===== src/design/eur_pkg.sv =====
// ----------------------------------------------------------------------------
// eur_pkg
// Types, widths and constants shared by the Euler rotation pipeline.
// ----------------------------------------------------------------------------
package eur_pkg;

  localparam int COORD_W       = 32;
  localparam int ANGLE_W       = 16;
  localparam int CORDIC_STAGES = 16;

  localparam int ANGLE_FRAC  = ANGLE_W - 3;
  localparam int ANG_SHIFT   = 30 - ANGLE_FRAC;
  // angle in units of 2^-30 rad, wide enough for the raw value and a 2*pi fold
  localparam int ANG_W       = ANGLE_W + ANG_SHIFT + 2;
  localparam int TRIG_W      = 33;
  localparam int CRD_W       = COORD_W + 4;
  localparam int PROD_W      = CRD_W + TRIG_W;
  localparam int STG_W       = (CORDIC_STAGES > 1) ? $clog2(CORDIC_STAGES) : 1;
  localparam int ATAN_IDX_W  = 5;
  localparam int NUM_LANES   = 3;

  localparam logic signed [ANG_W-1:0] ANG_PI      = ANG_W'(64'sd3373259426);
  localparam logic signed [ANG_W-1:0] ANG_HALF_PI = ANG_W'(64'sd1686629713);
  localparam logic signed [ANG_W-1:0] ANG_TWO_PI  = ANG_W'(64'sd6746518852);
  localparam logic signed [TRIG_W-1:0] CORDIC_START = TRIG_W'(64'sd652032874);

  // lane order inside the CORDIC chain
  localparam int LANE_X = 0;
  localparam int LANE_Y = 1;
  localparam int LANE_Z = 2;

  typedef struct packed {
    logic signed [COORD_W-1:0] point_x;
    logic signed [COORD_W-1:0] point_y;
    logic signed [COORD_W-1:0] point_z;
    logic signed [ANGLE_W-1:0] angle_about_x;
    logic signed [ANGLE_W-1:0] angle_about_y;
    logic signed [ANGLE_W-1:0] angle_about_z;
  } in_item_t;

  typedef struct packed {
    logic signed [COORD_W-1:0] rotated_x;
    logic signed [COORD_W-1:0] rotated_y;
    logic signed [COORD_W-1:0] rotated_z;
  } out_item_t;

  typedef struct packed {
    logic signed [COORD_W-1:0] x;
    logic signed [COORD_W-1:0] y;
    logic signed [COORD_W-1:0] z;
  } point_t;

  typedef struct packed {
    logic signed [TRIG_W-1:0] x;
    logic signed [TRIG_W-1:0] y;
    logic signed [ANG_W-1:0]  a;
    logic                     neg;
  } lane_t;

  typedef struct packed {
    lane_t [NUM_LANES-1:0] lane;
    point_t                pt;
  } cordic_t;

  // data riding alongside one plane rotation
  typedef struct packed {
    logic signed [CRD_W-1:0]  crd;
    logic signed [TRIG_W-1:0] sin_a;
    logic signed [TRIG_W-1:0] cos_a;
    logic signed [TRIG_W-1:0] sin_b;
    logic signed [TRIG_W-1:0] cos_b;
  } side_t;

  function automatic logic signed [ANG_W-1:0] atan_lut(input logic [ATAN_IDX_W-1:0] idx);
    logic signed [ANG_W-1:0] r;
    case (idx)
      5'd0:    r = ANG_W'(64'sd843314857);
      5'd1:    r = ANG_W'(64'sd497837829);
      5'd2:    r = ANG_W'(64'sd263043837);
      5'd3:    r = ANG_W'(64'sd133525159);
      5'd4:    r = ANG_W'(64'sd67021687);
      5'd5:    r = ANG_W'(64'sd33543516);
      5'd6:    r = ANG_W'(64'sd16775851);
      5'd7:    r = ANG_W'(64'sd8388437);
      5'd8:    r = ANG_W'(64'sd4194283);
      5'd9:    r = ANG_W'(64'sd2097149);
      5'd10:   r = ANG_W'(64'sd1048576);
      5'd11:   r = ANG_W'(64'sd524288);
      5'd12:   r = ANG_W'(64'sd262144);
      5'd13:   r = ANG_W'(64'sd131072);
      5'd14:   r = ANG_W'(64'sd65536);
      5'd15:   r = ANG_W'(64'sd32768);
      5'd16:   r = ANG_W'(64'sd16384);
      5'd17:   r = ANG_W'(64'sd8192);
      5'd18:   r = ANG_W'(64'sd4096);
      5'd19:   r = ANG_W'(64'sd2048);
      5'd20:   r = ANG_W'(64'sd1024);
      5'd21:   r = ANG_W'(64'sd512);
      5'd22:   r = ANG_W'(64'sd256);
      5'd23:   r = ANG_W'(64'sd128);
      5'd24:   r = ANG_W'(64'sd64);
      5'd25:   r = ANG_W'(64'sd32);
      5'd26:   r = ANG_W'(64'sd16);
      5'd27:   r = ANG_W'(64'sd8);
      5'd28:   r = ANG_W'(64'sd4);
      5'd29:   r = ANG_W'(64'sd2);
      5'd30:   r = ANG_W'(64'sd1);
      default: r = '0;
    endcase
    return r;
  endfunction

endpackage


===== src/design/eur_cordic_cell.sv =====
// ----------------------------------------------------------------------------
// eur_cordic_cell
// One CORDIC micro-rotation for the three angle lanes, registered.
// ----------------------------------------------------------------------------
module eur_cordic_cell (
  input  logic                      clk_i,
  input  logic                      rst_ni,
  input  logic                      en_i,
  input  logic [eur_pkg::STG_W-1:0] stage_i,
  input  logic                      valid_i,
  input  eur_pkg::cordic_t          data_i,
  output logic                      valid_o,
  output eur_pkg::cordic_t          data_o
);
  import eur_pkg::*;

  cordic_t                 data_d, data_q;
  logic                    valid_q;
  logic signed [ANG_W-1:0] atan_val;

  assign atan_val = atan_lut(ATAN_IDX_W'(stage_i));

  always_comb begin
    data_d = data_i;
    for (int l = 0; l < NUM_LANES; l++) begin
      if (!data_i.lane[l].a[ANG_W-1]) begin
        data_d.lane[l].x = data_i.lane[l].x - (data_i.lane[l].y >>> stage_i);
        data_d.lane[l].y = data_i.lane[l].y + (data_i.lane[l].x >>> stage_i);
        data_d.lane[l].a = data_i.lane[l].a - atan_val;
      end else begin
        data_d.lane[l].x = data_i.lane[l].x + (data_i.lane[l].y >>> stage_i);
        data_d.lane[l].y = data_i.lane[l].y - (data_i.lane[l].x >>> stage_i);
        data_d.lane[l].a = data_i.lane[l].a + atan_val;
      end
    end
  end

  always_ff @(posedge clk_i or negedge rst_ni) begin
    if (!rst_ni) begin
      valid_q <= 1'b0;
    end else if (en_i) begin
      valid_q <= valid_i;
    end
  end

  always_ff @(posedge clk_i) begin
    if (en_i) begin
      data_q <= data_d;
    end
  end

  assign valid_o = valid_q;
  assign data_o  = data_q;

endmodule


===== config.mk =====
export PLATFORM = sky130hd
export DESIGN_NAME = eur_cordic_cell
export DESIGN_NICKNAME = d
export VERILOG_FILES = /design/src/design/eur_pkg.sv /design/src/design/eur_cordic_cell.sv
export SDC_FILE = /design/constraint.sdc
export NUM_CORES = 2
export LEC_CHECK = 0
export BUFFER_PORTS_ARGS = -buffer_cell sky130_fd_sc_hd__buf_2
export CAP_MARGIN = 0
export CORE_MARGIN = 2
export CORE_UTILIZATION = 35
export DETAILED_ROUTE_END_ITERATION = 6
export PLACE_DENSITY = 0.55
export REMOVE_ABC_BUFFERS = 1
export SLEW_MARGIN = 20
export SYNTH_ARGS = -nofsm -noshare
export SYNTH_HDL_FRONTEND = slang
export SYNTH_SLANG_ARGS = --single-unit

===== constraint.sdc =====
create_clock -name clk_i -period 0.8 [get_ports clk_i]
set_input_delay 0.2 -clock clk_i [delete_from_list [all_inputs] [get_ports clk_i]]
set_output_delay 0.2 -clock clk_i [all_outputs]
set_load 0.005 [all_outputs]

==> qor.yml <==
clkLatencyLatePin_ps: 650
grt_max_degree: 41
period_minus_slack_ps: 4650
min_path_type: "in2reg"
cp-end-kind: "flip-flop"
finalCritPeriodShare_pct: 581
cts-hold-fix-buffers: 106
grt_overflow: 0
powerDensity_nw_per_um2: 1840
finalNonFillerCells: 8867
cts_sinks: 403
fin_skew_ps: 0
place.gp.congestion: 0.972
grt_pass1_vias: 46796
port_buffers: 812
drt_pass1_iterations: 5
yosys.area.top_type: "edfxtp_1"
crit_required_ps: 1190
drtAntennaViolNets: 0
final_cell_mix: "buf_4 (1,847), buf_2 (805), edfxtp_1 (402)"
die_h_um: 352
wl_per_cell_um: 22.3
initial_core_util_pct: 35.4
cts_tree: "done"
synth_area_um2: 42500
cts-root-buf: "clkbuf_16"
leakage_nw: 32.8
areaGrowthSynthToFinish_pct: 71.2
relSlewSlack_pct: 58.0
synth_top_area_share_pct: 28.4
via_per_inst: 5.36
hold_start: "data_i[267]"
met2_usage_pct: 50.2
met1_usage_pct: 36.4
min_to: "data_o[267]$_DFFE_PP_"
worstPathArrival_ps: 5030
grt_pass1_wl_um: 285000
path_clk_slew_ps: 60
start_kind: "primary input"
drt_iter0_markers: 3049
synth-edff-count: 402
post-place-ws_ps: -5010
ios: 813
setup_violations: 712
placedCellCount: 8364
hold_slack_ps: -83.3
maxCapViolCount: 0
final_common_cell: "buf_4"
dpl_cell_area_um2: 61900
async_flop_share_pct: 0.248
violations: "negative hold slack, negative setup slack"
finish.utilization_pct: 60.5
cp-startpoint: "stage_i[0]"
vias: 47551
cp_max_fo: 6
ys.flop_type: "edfxtp_1"
ys_top_cells_by_area: "edfxtp_1 (28%), mux4_2 (13%), ha_1 (9.3%), xnor2_1 (5.8%), a21oi_1 (4.7%)"
coreArea_um2: 120000
vdd_drop_max_mv: 1.83
stdcell_area_um2: 72700
ff2ff_setup_slack_ps: 50
reg2regPathDepth: 1
outcome: "complete, but fails checks"
slew_viol_final: 0
drive_above_1_share_pct: 56.3
synth_cell_types: 91
dp_hpwl_um: 155000
setup_ws_ps: -3850
syn_inst: 4318
ys_seq_elements: 403
yosysSeqAreaShare_pct: 28.5
grtUsageMet3_pct: 5.00
grtUsageTotal_pct: 29.8
route.detailed.drc: 0
synth.avg_cell_area_um2: 9.84
die_x_um: 352
r2r-end: "valid_o$_DFFE_PN0P_"
num_rows: 127
clockBufferDepth: 3
timing.fmax_mhz: 215
top_usage_layer: "met2"
rsz0062_at_grt: "true"
path_class: "in2reg"
htree_levels: 2
fin_total_pwr_mw: 134
tightest_slew_ps: 625
die_area_um2: 124000
finalHoldViolCount: 7
hold_depth: 2
r2r_start: "valid_o$_DFFE_PN0P_"
numCtsBuffers: 51
nets: 7916
antenna_found_initial: 47
ys_warn_count: 0
wirelength_um: 198000
## cells by family after synthesis
| kind of cell | count (synthesis) | synth area share (%) |
|---|---|---|
| AO/OA/AOI/OAI | 1195 | 17.6 |
| XOR/XNOR | 465 | 9.58 |
| adder cells (fa/ha/maj) | 325 | 9.73 |
| buffers and inverters | 297 | 3.21 |
| flip-flops | 403 | 28.5 |
| multiplexers | 466 | 18.4 |
| AND/OR/NAND/NOR | 1167 | 13.1 |
## registers in the layout, summed over array words and instances (netlist names)
| register | flops |
|---|---|
| data_o | 402 |
| valid_o | 1 |
## worst max-delay path, cell delays in order
cell,delay [ps]
buf_16,140
buf_6,120
buf_8,130
buf_12,130
mux4_2,550
mux4_2,560
nor3_4,260
nand4_4,220
nor2_4,180
nand2_2,70
o21ba_4,200
xnor2_2,120
ha_1,310
nand4_1,130
o221ai_2,100
a221o_1,370
buf_6,130
a22oi_2,220
a21oi_2,110
o21ai_2,160
a21oi_2,100
a21o_1,210
a311o_1,320
## routing by layer
layer | part of all wire (%) | wire length [µm]
met5 | 0.048 | 95
met4 | 6.1 | 12100
met3 | 6.0 | 12000
met2 | 48 | 94900
met1 | 40 | 79000
## worst max-delay path by stage
stage,endpoint,cells after the start
after floorplan,data_o[131]$_DFFE_PP_,19
after global placement,data_o[401]$_DFFE_PP_,22
after detailed placement,data_o[401]$_DFFE_PP_,22
after CTS,data_o[297]$_DFFE_PP_,24
after global routing,data_o[161]$_DFFE_PP_,23
final,data_o[161]$_DFFE_PP_,23
## power breakdown
part / internal (mW) / switching, mW
registers: 30.1 / 2.16
clock network: 14.1 / 10.0
logic: 40.5 / 36.7
## cell usage after synthesis (58+ instances only)
| master | number |
|---|---|
| mux2_2 | 101 |
| xor2_1 | 183 |
| nor2_1 | 357 |
| o21a_1 | 59 |
| a31oi_1 | 67 |
| a21oi_1 | 400 |
| ha_1 | 316 |
| mux2i_1 | 123 |
| edfxtp_1 | 402 |
| nor3_1 | 85 |
| mux4_2 | 242 |
| xnor2_1 | 282 |
| o21ai_0 | 243 |
| clkbuf_1 | 77 |
| inv_1 | 102 |
| a21o_1 | 126 |
| buf_2 | 58 |
| nand2_1 | 339 |
## layout make-up
cell class / instances / area (µm²)
clock buffer: 56 / 1340
multi-input combinational: 3618 / 33800
fill: 10093 / 47400
inverter: 105 / 417
clock inverter: 36 / 399
timing repair buffer: 3002 / 22600
antenna: 35 / 87.6
sequential: 403 / 12100
tap: 1612 / 2020
## timing repair
item | 4_1_cts | 5_1_grt
pin swaps | 236 | 512
resized for setup | 538 | 738
buffers inserted | 147 | 164
setup endpoints to repair | 706 | 712
cloned | 15 | 0
endpoints found under the hold margin | 119 | 7
## stage by stage
stage	setup TNS, ps	hold slack [ps]
after floorplan	-1588920	-95.6
after global placement	-1205960	-25.7
after detailed placement	-1221390	-21.1
after CTS	-1083180	-120
after global routing	-1144840	-105
final	-1088570	-83.3
Note: power is estimated with default switching activity, not from simulation.
